==> config.mk <==
export PLATFORM = sky130hd
export DESIGN_NAME = ip_cidr_access_check
export DESIGN_NICKNAME = d
export VERILOG_FILES = /design/src/rtl/ipacl_pkg.sv /design/src/rtl/ip_cidr_access_check.sv
export VERILOG_INCLUDE_DIRS = /design/src /design/src/rtl
export SDC_FILE = /design/constraint.sdc
export NUM_CORES = 1
export LEC_CHECK = 0
export ABC_AREA = 1
export BUFFER_PORTS_ARGS = -buffer_cell sky130_fd_sc_hd__clkbuf_2
export CORE_UTILIZATION = 30
export DETAILED_ROUTE_END_ITERATION = 8
export PLACE_DENSITY = 0.54
export SLEW_MARGIN = 20
export SYNTH_ARGS = -nofsm -noshare
export SYNTH_HDL_FRONTEND = slang
export SYNTH_SLANG_ARGS = --single-unit
==> constraint.sdc <==
create_clock -name clk -period 6.25 [get_ports clk]
set_clock_uncertainty 0.05 [all_clocks]
set_input_delay 0.625 -clock clk [delete_from_list [all_inputs] [get_ports clk]]
set_output_delay 0.625 -clock clk [all_outputs]
set_load 0.03 [all_outputs]
==> src/rtl/ip_cidr_access_check_macros.svh <==
// ----------------------------------------------------------------------------
// IP CIDR access check assertion macros
// Shared assertion forms for the access check block, clocked on clk and
// disabled while rst_n is low.
// ----------------------------------------------------------------------------
`ifndef IP_CIDR_ACCESS_CHECK_MACROS_SVH
`define IP_CIDR_ACCESS_CHECK_MACROS_SVH

// The consequent must hold in the same cycle as the antecedent.
`define IPACL_ASSERT_SAME(label, ante, cons, msg) \
    label: assert property (@(posedge clk) disable iff (!rst_n) (ante) |-> (cons)) \
        else $error(msg);

// The consequent must hold in the cycle after the antecedent.
`define IPACL_ASSERT_NEXT(label, ante, cons, msg) \
    label: assert property (@(posedge clk) disable iff (!rst_n) (ante) |=> (cons)) \
        else $error(msg);

`endif

==> src/rtl/ipacl_pkg.sv <==
// ----------------------------------------------------------------------------
// IP CIDR access check package
// Field layouts, codes and types shared by the access check block.
// ----------------------------------------------------------------------------
package ipacl_pkg;

    localparam int RULES       = 7;
    localparam int RULE_WORDS  = 7;
    localparam int ADDR_W      = 32;
    localparam int PLEN_W      = 6;
    localparam int RULE_W      = 42;
    localparam int MODE_W      = 2;
    localparam int CLASS_W     = 2;
    localparam int VERDICT_W   = 2;
    localparam int HIT_W       = 3;
    localparam int CFG_IDX_W   = 3;
    localparam int IN_DATA_W   = 32;
    localparam int IN_USER_W   = 2;
    localparam int OUT_DATA_W  = 8;

    localparam int ADDR_LSB    = 0;
    localparam int PLEN_LSB    = 32;
    localparam int DIR_LSB     = 38;
    localparam int KIND_LSB    = 40;

    localparam logic [HIT_W-1:0] NO_HIT = 3'd7;

    localparam logic [CFG_IDX_W-1:0] CFG_SECURITY_MODE = 3'd0;
    localparam logic [CFG_IDX_W-1:0] CFG_RULE_BASE     = 3'd1;

    typedef enum logic [MODE_W-1:0] {
        MODE_DISABLED   = 2'd0,
        MODE_NO_RULES   = 2'd1,
        MODE_RULES      = 2'd2,
        MODE_RULES_ALT  = 2'd3
    } sec_mode_t;

    typedef enum logic [CLASS_W-1:0] {
        CLASS_UNKNOWN = 2'd0,
        CLASS_PLAY    = 2'd1,
        CLASS_PUBLISH = 2'd2,
        CLASS_INVALID = 2'd3
    } conn_class_t;

    localparam logic [1:0] DIR_PLAY    = 2'd0;
    localparam logic [1:0] DIR_PUBLISH = 2'd1;

    localparam logic [1:0] KIND_ALLOW  = 2'd1;
    localparam logic [1:0] KIND_DENY   = 2'd2;

    typedef enum logic [VERDICT_W-1:0] {
        VERDICT_ALLOW        = 2'd0,
        VERDICT_DENY_RULE    = 2'd1,
        VERDICT_NOT_ALLOWED  = 2'd2,
        VERDICT_DEFAULT_DENY = 2'd3
    } verdict_t;

    typedef struct packed {
        verdict_t          verdict;
        logic [HIT_W-1:0]  hit_rule;
    } result_t;

endpackage

==> src/rtl/ip_cidr_access_check.sv <==
// Pipeline: an accepted input item is held in the input registers and its result in the result register.
// Throughput: one item per cycle while m_tready is high; the rule compare is a single
// pass over seven parallel prefix comparators between the input and result registers.
// Reset: rst_n clears the valid flags, the security mode and all rule words.
// ----------------------------------------------------------------------------
// IP CIDR access check
// Checks a client IPv4 address and connection class against configured
// allow and deny prefix rules and returns a verdict with the matching rule.
// ----------------------------------------------------------------------------
`include "ip_cidr_access_check_macros.svh"

module ip_cidr_access_check
(
    input  logic                                clk,
    input  logic                                rst_n,

    input  logic                                s_tvalid,
    output logic                                s_tready,
    input  logic [ipacl_pkg::IN_DATA_W-1:0]     s_tdata,   // [31:0] client_ip
    input  logic [ipacl_pkg::IN_USER_W-1:0]     s_tuser,   // [1:0] conn_class

    output logic                                m_tvalid,
    input  logic                                m_tready,
    output logic [ipacl_pkg::OUT_DATA_W-1:0]    m_tdata,   // [1:0] verdict, [4:2] hit_rule

    input  logic                                cfg_valid,
    output logic                                cfg_ready,
    input  logic [ipacl_pkg::CFG_IDX_W-1:0]     cfg_index,
    input  logic [ipacl_pkg::RULE_W-1:0]        cfg_data
);

    logic [ipacl_pkg::MODE_W-1:0]   mode_reg;
    logic [ipacl_pkg::RULE_W-1:0]   rule_reg [ipacl_pkg::RULE_WORDS];

    logic                           in_valid_reg;
    logic [ipacl_pkg::ADDR_W-1:0]   ip_reg;
    logic [ipacl_pkg::CLASS_W-1:0]  class_reg;

    logic                           out_valid_reg;
    ipacl_pkg::result_t             result_reg;
    ipacl_pkg::result_t             result_next;

    logic                           out_load;
    logic                           in_load;

    logic [ipacl_pkg::RULES-1:0]    deny_hit;
    logic [ipacl_pkg::RULES-1:0]    allow_hit;
    logic [ipacl_pkg::RULES-1:0]    is_allow;
    logic [ipacl_pkg::RULES-1:0]    is_deny;
    logic [ipacl_pkg::HIT_W-1:0]    deny_idx;
    logic [ipacl_pkg::HIT_W-1:0]    allow_idx;

    assign cfg_ready = 1'b1;
    assign out_load  = !out_valid_reg || m_tready;
    assign in_load   = !in_valid_reg || out_load;
    assign s_tready  = in_load;

    always_ff @(posedge clk or negedge rst_n)
    begin
        if (!rst_n)
        begin
            mode_reg <= '0;
            for (int i = 0; i < ipacl_pkg::RULE_WORDS; i++)
            begin
                rule_reg[i] <= '0;
            end
        end
        else if (cfg_valid)
        begin
            if (cfg_index == ipacl_pkg::CFG_SECURITY_MODE)
            begin
                mode_reg <= cfg_data[ipacl_pkg::MODE_W-1:0];
            end
            for (int i = 0; i < ipacl_pkg::RULE_WORDS; i++)
            begin
                if (cfg_index == ipacl_pkg::CFG_RULE_BASE + ipacl_pkg::CFG_IDX_W'(i))
                begin
                    rule_reg[i] <= cfg_data;
                end
            end
        end
    end

    always_ff @(posedge clk or negedge rst_n)
    begin
        if (!rst_n)
        begin
            in_valid_reg  <= 1'b0;
            out_valid_reg <= 1'b0;
        end
        else
        begin
            if (in_load)
            begin
                in_valid_reg <= s_tvalid;
            end
            if (out_load)
            begin
                out_valid_reg <= in_valid_reg;
            end
        end
    end

    always_ff @(posedge clk)
    begin
        if (in_load && s_tvalid)
        begin
            ip_reg    <= s_tdata[ipacl_pkg::ADDR_W-1:0];
            class_reg <= s_tuser[ipacl_pkg::CLASS_W-1:0];
        end
        if (out_load && in_valid_reg)
        begin
            result_reg <= result_next;
        end
    end

    always_comb
    begin
        logic [ipacl_pkg::RULE_W-1:0]  w;
        logic [ipacl_pkg::PLEN_W-1:0]  plen;
        logic [1:0]                    dir;
        logic [1:0]                    kind;
        logic [ipacl_pkg::ADDR_W-1:0]  mask;
        logic                          dir_ok;
        logic                          addr_ok;

        for (int i = 0; i < ipacl_pkg::RULES; i++)
        begin
            w    = rule_reg[i];
            plen = w[ipacl_pkg::PLEN_LSB +: ipacl_pkg::PLEN_W];
            dir  = w[ipacl_pkg::DIR_LSB +: 2];
            kind = w[ipacl_pkg::KIND_LSB +: 2];
            if (plen >= ipacl_pkg::PLEN_W'(ipacl_pkg::ADDR_W))
            begin
                mask = '1;
            end
            else
            begin
                mask = ~({ipacl_pkg::ADDR_W{1'b1}} >> plen);
            end
            case (ipacl_pkg::conn_class_t'(class_reg))
                ipacl_pkg::CLASS_PLAY:    dir_ok = (dir == ipacl_pkg::DIR_PLAY);
                ipacl_pkg::CLASS_PUBLISH: dir_ok = (dir == ipacl_pkg::DIR_PUBLISH);
                default:                  dir_ok = 1'b0;
            endcase
            addr_ok = (((w[ipacl_pkg::ADDR_LSB +: ipacl_pkg::ADDR_W] ^ ip_reg) & mask) == '0);
            is_allow[i]  = (kind == ipacl_pkg::KIND_ALLOW);
            is_deny[i]   = (kind == ipacl_pkg::KIND_DENY);
            allow_hit[i] = is_allow[i] && dir_ok && addr_ok;
            deny_hit[i]  = is_deny[i] && dir_ok && addr_ok;
        end

        deny_idx  = ipacl_pkg::NO_HIT;
        allow_idx = ipacl_pkg::NO_HIT;
        for (int i = ipacl_pkg::RULES - 1; i >= 0; i--)
        begin
            if (deny_hit[i])
            begin
                deny_idx = ipacl_pkg::HIT_W'(i);
            end
            if (allow_hit[i])
            begin
                allow_idx = ipacl_pkg::HIT_W'(i);
            end
        end

        result_next.hit_rule = ipacl_pkg::NO_HIT;
        case (ipacl_pkg::sec_mode_t'(mode_reg))
            ipacl_pkg::MODE_DISABLED:
            begin
                result_next.verdict = ipacl_pkg::VERDICT_ALLOW;
            end
            ipacl_pkg::MODE_NO_RULES:
            begin
                result_next.verdict = ipacl_pkg::VERDICT_DEFAULT_DENY;
            end
            default:
            begin
                if (|deny_hit)
                begin
                    result_next.verdict  = ipacl_pkg::VERDICT_DENY_RULE;
                    result_next.hit_rule = deny_idx;
                end
                else if (|allow_hit)
                begin
                    result_next.verdict  = ipacl_pkg::VERDICT_ALLOW;
                    result_next.hit_rule = allow_idx;
                end
                else if ((|is_allow) || !(|is_deny))
                begin
                    result_next.verdict = ipacl_pkg::VERDICT_NOT_ALLOWED;
                end
                else
                begin
                    result_next.verdict = ipacl_pkg::VERDICT_ALLOW;
                end
            end
        endcase
    end

    assign m_tvalid = out_valid_reg;
    assign m_tdata  = {{(ipacl_pkg::OUT_DATA_W - ipacl_pkg::VERDICT_W - ipacl_pkg::HIT_W){1'b0}},
                       result_reg.hit_rule, result_reg.verdict};

    `IPACL_ASSERT_SAME(a_deny_has_hit,
        out_valid_reg && (result_reg.verdict == ipacl_pkg::VERDICT_DENY_RULE),
        result_reg.hit_rule != ipacl_pkg::NO_HIT,
        "deny verdict without a matching rule")
    `IPACL_ASSERT_SAME(a_default_no_hit,
        out_valid_reg && ((result_reg.verdict == ipacl_pkg::VERDICT_DEFAULT_DENY) ||
                          (result_reg.verdict == ipacl_pkg::VERDICT_NOT_ALLOWED)),
        result_reg.hit_rule == ipacl_pkg::NO_HIT,
        "refusal without a rule match reports a rule")
    `IPACL_ASSERT_NEXT(a_item_advances,
        in_valid_reg && out_load,
        out_valid_reg,
        "registered item did not reach the result register")

endmodule
==> flow_metrics.py, run 1 <==
metrics = {
    "run_status": {
        "status": "finished, final reports clean",
    },
    "min_path": {
        "hold_class": "in2async",
    },
    "setup_path": {
        "path_class": "reg2reg",
        "cp.required_ps": 6490,
        "crit_path_start_kind": "flop",
        "crit_arrival_ps": 3180,
        "cp_max_fo": 11,
        "endpoint_kind": "flop",
    },
    "synthesis": {
        "ys_warn_count": 0,
        "yosys.cell_types.count": 42,
        "ys_seq_area_share_pct": 46.7,
        "synth_top_family_by_area": "simple AND/OR/NAND/NOR gates",
        "muxShareOfSynthArea_pct": 0,
        "netlist_area_um2": 18500,
        "synth-xor-area-share_pct": 9.44,
        "synth_edf_count": 39,
        "ys_ff_latch": 337,
        "yosys.area_share.simple_pct": 22.4,
        "synth-compound-area-share_pct": 14.7,
        "synth_cells": 2334,
        "synth_area_per_cell_um2": 7.91,
        "synth_ff_type": "dfrtp_1",
        "async_reset_ff_share_pct": 88.4,
        "synthAdderAreaFrac_pct": 0.135,
    },
    "clock_tree": {
        "htree_levels": 2,
        "cts_tree": "built",
        "cts.sinks": 337,
        "cts-root-buf": "clkbuf_16",
        "clk_pin_slew_ps": 60,
        "clock_latency_ps": 560,
        "hold_buffers": 0,
        "cts_made_buffers": 41,
        "cts.path.max_buffers": 3,
        "post-cts-setup-buffer-count": 0,
        "cts_resized": 0,
    },
    "power": {
        "power.leakage_uw": 0.00989,
        "ir_drop_mv": 0.193,
        "power_density_nw_per_um2": 357,
    },
    "drt": {
        "vias_per_cell": 5.02,
        "first_iter_violations": 1573,
        "firstDrtPassIters": 5,
        "wl_mm": 66.8,
        "wl_per_cell_um": 21.1,
        "ant_nets": 0,
        "vias": 15900,
        "drc": 0,
    },
    "cells_and_area": {
        "layout-drive-gt1-share_pct": 10.4,
        "nFillCells": 6455,
        "largest_reg_flops": 294,
        "syn_to_final_growth_pct": 12.2,
        "fin_nets": 2444,
        "utilization_pct": 34.2,
    },
    "global_route": {
        "grt_use_total_pct": 21.4,
        "grt_pass1_vias": 15600,
        "grt_pass1_wl_mm": 99.6,
        "grt_max_degree": 131,
        "antenna_found_initial": 1,
        "grt_overflow": 0,
    },
    "timing": {
        "rsz0062_at_grt": "no",
        "timing.final.crit_share_pct": 47.0,
        "max-slew-margin-rel_pct": 35.9,
        "fmaxAchievable_ghz": 0.341,
        "maxSlewViolCount": 0,
        "period_minus_slack_ps": 2930,
        "hold_viol": 0,
        "fin_tns_setup_ps": 0,
        "worstMarginPinSlew_ps": 962,
        "setup_viol": 0,
    },
    "floorplanning": {
        "rows": 90,
        "initial_utilization_pct": 30.5,
        "coreArea_um2": 60600,
        "die_x_um": 250,
        "fp.dieH_um": 250,
        "io-pin-count": 95,
        "design.die.area_um2": 62600,
    },
    "run": {
        "maxCapViolCount": 0,
    },
    "placement": {
        "io_buffers": 90,
        "gp_congestion": 0.982,
        "hpwl_mm": 49.4,
    },
}
through the flow:
step | worst slack [ps] | cells | hold slack (ps) | cell area, um2 | total power, uW
final | 3320 | 3173 | 52.2 | 20700 | 7410
after global routing | 3110 | 3172 | 99.4 | 20700 | 7830
after CTS | 3380 | 3172 | 94.8 | 20700 | 7450
after detailed placement | 3410 | 3097 | 428 | 19400 | 5070
after global placement | 3340 | 3097 | 414 | 19400 | 5050
after floorplan | 4060 | 2336 | 279 | 18500 | 4330
cell usage after synthesis, types with 17 or more instances:
cell type	count	share of area [%]
nor2_1	169	3.4
a21oi_1	84	2.3
xor2_1	163	7.7
xnor2_1	36	1.7
nand2_1	663	13
inv_1	133	2.7
edfxtp_1	39	6.3
clkbuf_1	57	1.2
o21ai_0	377	10
dfrtp_1	298	40
inv_2	17	0.35
o21ai_1	52	1.4
buf_2	31	0.84
nand3_1	71	1.9
nor2_2	18	0.61
final cells by class:
class | instances | area [um2] | area share [%]
flip-flops and latches | 337 | 8630 | 41.6
inverters | 152 | 571 | 2.75
clock buffers | 51 | 1110 | 5.38
diodes | 1 | 2.50 | 0.0121
clock inverters | 24 | 204 | 0.984
repair buffers | 100 | 552 | 2.66
well taps | 782 | 978 | 4.72
multi-input cells | 1726 | 8680 | 41.9
path summary, 6_finish.rpt:
check                                         start                         to  slack, ps  cells past startpoint
max                            ip_reg[16]$_DFFE_PP_   m_tdata[2]$_SDFFCE_PP1P_       3320                     15
min                                           rst_n  rule_reg[136]$_DFFE_PN0P_         50                      1
max reg2reg                    ip_reg[16]$_DFFE_PP_   m_tdata[2]$_SDFFCE_PP1P_       3320                     15
min reg2reg                rule_reg[82]$_DFFE_PN0P_   rule_reg[82]$_DFFE_PN0P_        440                      2
max in group asynchronous                     rst_n   rule_reg[23]$_DFFE_PN0P_       4760                      2
min in group clk                        s_tdata[22]       ip_reg[22]$_DFFE_PP_        180                      1
critical path, stage by stage, from the launching register on:
cell,delay [ps]
edfxtp_1,820
inv_1,350
o21ai_0,230
nand2_1,70
nor2_1,90
nand2_1,60
nor2_1,120
nand3_2,250
nor2_2,210
nand2_1,70
nand2_1,60
nand2_1,50
nand2_1,50
nand2_1,60
nand2_1,60
nand3_1,70
cells in the final DEF, fill, tap and decap left out, types with 18 or more instances in the layout:
cell,count
nand2_1,658
o21ai_0,377
dfrtp_1,298
nor2_1,169
xor2_1,163
inv_1,132
clkbuf_2,89
a21oi_1,84
nand3_1,70
o21ai_1,52
clkbuf_16,42
edfxtp_1,39
xnor2_1,36
inv_2,18
nor2_2,18
per-layer routing:
layer,part of all wire [%],GRT usage (%),vias to the layer above
met1,44,28.4,7652
met5,0,0,-
met2,47,35.2,574
met4,3.8,8.13,0
met3,6.1,3.20,121
li1,-,-,7592
report_power, final:
group,internal [uW],total (uW),switching [uW]
clock network,1360,2360,996
registers,2610,3050,435
logic,671,2010,1340
cells by family (layout without fill, tap and decap cells):
kind of cell,count (synthesis),after routing
xor+xnor,199,199
flops,337,337
other cells,2,5
buf+inv,273,327
fa+ha+maj,2,2
compound gates,532,532
simple gates,989,989
Power figures use the tool's default switching activity.
==> run 2: changes to the inputs <==
Settings changed: ABC_AREA 1 to 0.
Clock period 6.25 ns to 3.1 ns, I/O delays scaled along.
==> run 2 against run 1 <==
The flow now finishes with violations (setup timing). Register-to-register slack worse by 3400 ps. Core utilization is 4.7 points higher. First-iteration DRC count is 25% lower. Wire length is 1.9% higher. Clock-buffer cell count is 2 higher. Clock power is 120% higher.
==> flow_metrics.py, run 2 <==
metrics = {
    "run_status": {
        "status": "finished, violations left",
        "violations": "setup timing",
    },
    "synthesis": {
        "async_reset_ff_share_pct": 88.4,
        "yosys-top-cells-area": "dfrtp_1 41%, mux2_2 18%, edfxtp_1 6.4%, xnor2_1 6.1%, xor2_1 4.7%",
        "yosysTopAreaCellShare_pct": 40.9,
        "synth_area_per_cell_um2": 11.5,
        "ys_ff_latch": 337,
        "synth_edf_count": 39,
        "post-synth-top-count-cell": "dfrtp_1",
        "ys_seq_area_share_pct": 47.3,
        "ys_warn_count": 0,
        "synth_ff_type": "dfrtp_1",
        "synth_common_cells": "298 x dfrtp_1, 291 x mux2_2, 127 x xnor2_1",
        "yosys.cell_types.count": 99,
        "yosys.area.top_type": "dfrtp_1",
        "synth_cells": 1593,
        "netlist_area_um2": 18200,
    },
    "cells_and_area": {
        "final_area_um2": 23400,
        "layout-drive-gt1-share_pct": 41.1,
        "largest_reg_flops": 294,
        "fin_nets": 1988,
        "diodes": 0,
        "utilization_pct": 38.9,
        "syn_to_final_growth_pct": 28.4,
        "final_cell_mix": "294 x dfrtp_1, 291 x mux2_2, 241 x buf_4, 121 x xnor2_1, 93 x xor2_1",
        "nFillCells": 5813,
        "mostFrequentLayoutCell": "dfrtp_1",
    },
    "min_path": {
        "hold_class": "in2reg",
    },
    "setup_path": {
        "cp_max_fo": 5,
        "crit_path_start_kind": "flop",
        "cp.required_ps": 3410,
        "path_class": "reg2reg",
        "crit_arrival_ps": 3470,
        "endpoint_kind": "flop",
    },
    "floorplanning": {
        "coreArea_um2": 60200,
        "design.die.area_um2": 61800,
        "fp.dieH_um": 249,
        "io-pin-count": 95,
        "initial_utilization_pct": 30.3,
        "rows": 90,
        "die_x_um": 249,
    },
    "power": {
        "ir_drop_mv": 0.359,
        "p_comb_share_pct": 33.0,
        "switching_share_pct": 34.1,
        "finalPower_uw": 16900,
        "p_sw_uw": 5750,
        "power_density_nw_per_um2": 720,
        "pwr-share-seq_pct": 36.5,
        "power.leakage_uw": 0.00965,
        "clkPwrFrac_pct": 30.5,
        "internal_power_uw": 11100,
    },
    "global_route": {
        "grt_max_degree": 92,
        "met3_usage_pct": 3.67,
        "grt_overflow": 0,
        "grt_pass1_wl_mm": 99.3,
        "grtUsageMet1_pct": 29.3,
        "use_met2_pct": 36.2,
        "busiest_layer": "met2",
        "antenna_found_initial": 0,
        "grt_pass1_vias": 14400,
        "grt_use_total_pct": 22.0,
    },
    "clock_tree": {
        "cts.sinks": 337,
        "cts_tree": "built",
        "clock_latency_ps": 570,
        "clk_pin_slew_ps": 60,
        "cts-root-buf": "clkbuf_16",
        "cts_made_buffers": 41,
        "cts.path.max_buffers": 3,
        "htree_levels": 2,
    },
    "drt": {
        "vias": 14200,
        "wl_mm": 68.1,
        "vias_per_cell": 5.24,
        "first_iter_violations": 1187,
        "drc": 0,
        "ant_nets": 0,
        "firstDrtPassIters": 6,
        "wl_per_cell_um": 25.1,
    },
    "placement": {
        "hpwl_mm": 51.4,
        "place_area_um2": 21100,
        "gp_congestion": 0.985,
        "io_buffers": 90,
    },
    "timing": {
        "max-slew-margin-rel_pct": 39.8,
        "setup_viol": 2,
        "fin_ws_ps": -53.8,
        "maxSlewViolCount": 0,
        "rsz0062_at_grt": "yes",
        "fmaxAchievable_ghz": 0.317,
        "worstMarginPinSlew_ps": 904,
        "whs_ps": 34.7,
        "hold_viol": 0,
        "period_minus_slack_ps": 3150,
        "timing.final.crit_share_pct": 102,
    },
    "run": {
        "maxCapViolCount": 0,
    },
}
-- run 2: changes by cell type in the layout (fill, tap and decap cells not counted), sizes merged, moves of 38 or more --
cell	delta
nand2	-618
o21ai	-364
mux2	+291
buf	+246
nor2	-157
inv	-131
xnor2	+91
xor2	-65
nand3	-47
dlygate4sd3	+38
-- run 2: cell type report --
cell class / instances / area, um2 / area share [%]
timing repair buffer: 384 / 2920 / 12.4
clock inverter: 23 / 269 / 1.15
multi-input combinational: 1118 / 9390 / 40.1
clock buffer: 53 / 1160 / 4.97
tap: 782 / 978 / 4.18
sequential: 337 / 8630 / 36.9
inverter: 20 / 75.1 / 0.320
-- run 2: kinds of logic (layout without fill, tap and decap cells) --
group | count (synthesis) | after routing | share of synthesized area (%)
flip-flops | 337 | 337 | 47.3
multiplexers | 297 | 297 | 18.3
AO/OA/AOI/OAI | 295 | 295 | 10.8
AND/OR/NAND/NOR | 292 | 292 | 9.06
XOR/XNOR | 225 | 225 | 10.8
buffers and inverters | 140 | 480 | 3.46
adder cells (fa/ha/maj) | 5 | 5 | 0.302
other | 2 | 4 | 0.0412
-- run 2: worst paths after layout --
kind	depth (start not counted)	slack [ps]	to	startpoint
setup / recovery	11	-50	m_tdata[1]$_DFFE_PP_	rule_reg[37]$_DFFE_PN0P_
hold / removal	2	30	rule_reg[276]$_DFFE_PN0P_	cfg_data[24]
setup reg to reg	11	-50	m_tdata[1]$_DFFE_PP_	rule_reg[37]$_DFFE_PN0P_
hold reg to reg	1	460	rule_reg[207]$_DFFE_PN0P_	rule_reg[207]$_DFFE_PN0P_
max in group asynchronous	3	1820	rule_reg[86]$_DFFE_PN0P_	rst_n
min in group asynchronous	2	370	rule_reg[240]$_DFFE_PN0P_	rst_n
-- run 2: what timing repair did --
action                                  in CTS  in global routing
pin swaps                                   18                 22
buffers inserted                             5                  8
hold buffers                                38                  0
hold endpoints to repair                   119                  0
endpoints found under the setup margin       5                  5
gates resized for setup                     31                 47
-- run 2: worst max-delay path: stages, from the launching register on --
cell,delay [ps]
dfrtp_1,460
buf_4,180
nor2_1,50
buf_4,170
o21ai_0,420
a21o_1,180
o32a_1,330
nand2b_4,200
buf_4,100
nor2_1,30
or3_1,380
o41ai_1,390
-- run 2: power groups by stage --
stage	combinational, uW	sequential, uW	clock, uW
final	5550	6160	5140
after global routing	5910	6280	5430
after CTS	5410	6120	5240
after detailed placement	5290	6200	0
after global placement	5270	6160	0
after floorplan	3000	5920	0
-- run 2: routing by layer --
metal / wire length, um / part of all wire (%) / vias to the layer above
li1: - / - / 6402
met1: 30200 / 44 / 7364
met4: 2170 / 3.2 / 0
met2: 32300 / 47 / 398
met5: 0 / 0 / -
met3: 3420 / 5.0 / 81
-- run 2: stage by stage --
stage	instances	worst slack [ps]	TNS [ps]
floorplan	1595	33.6	0
global placement	2591	-312	-840
detailed placement	2591	-308	-686
CTS	2710	-4.49	-4.49
global route	2717	-151	-653
finish	2717	-53.8	-55.5
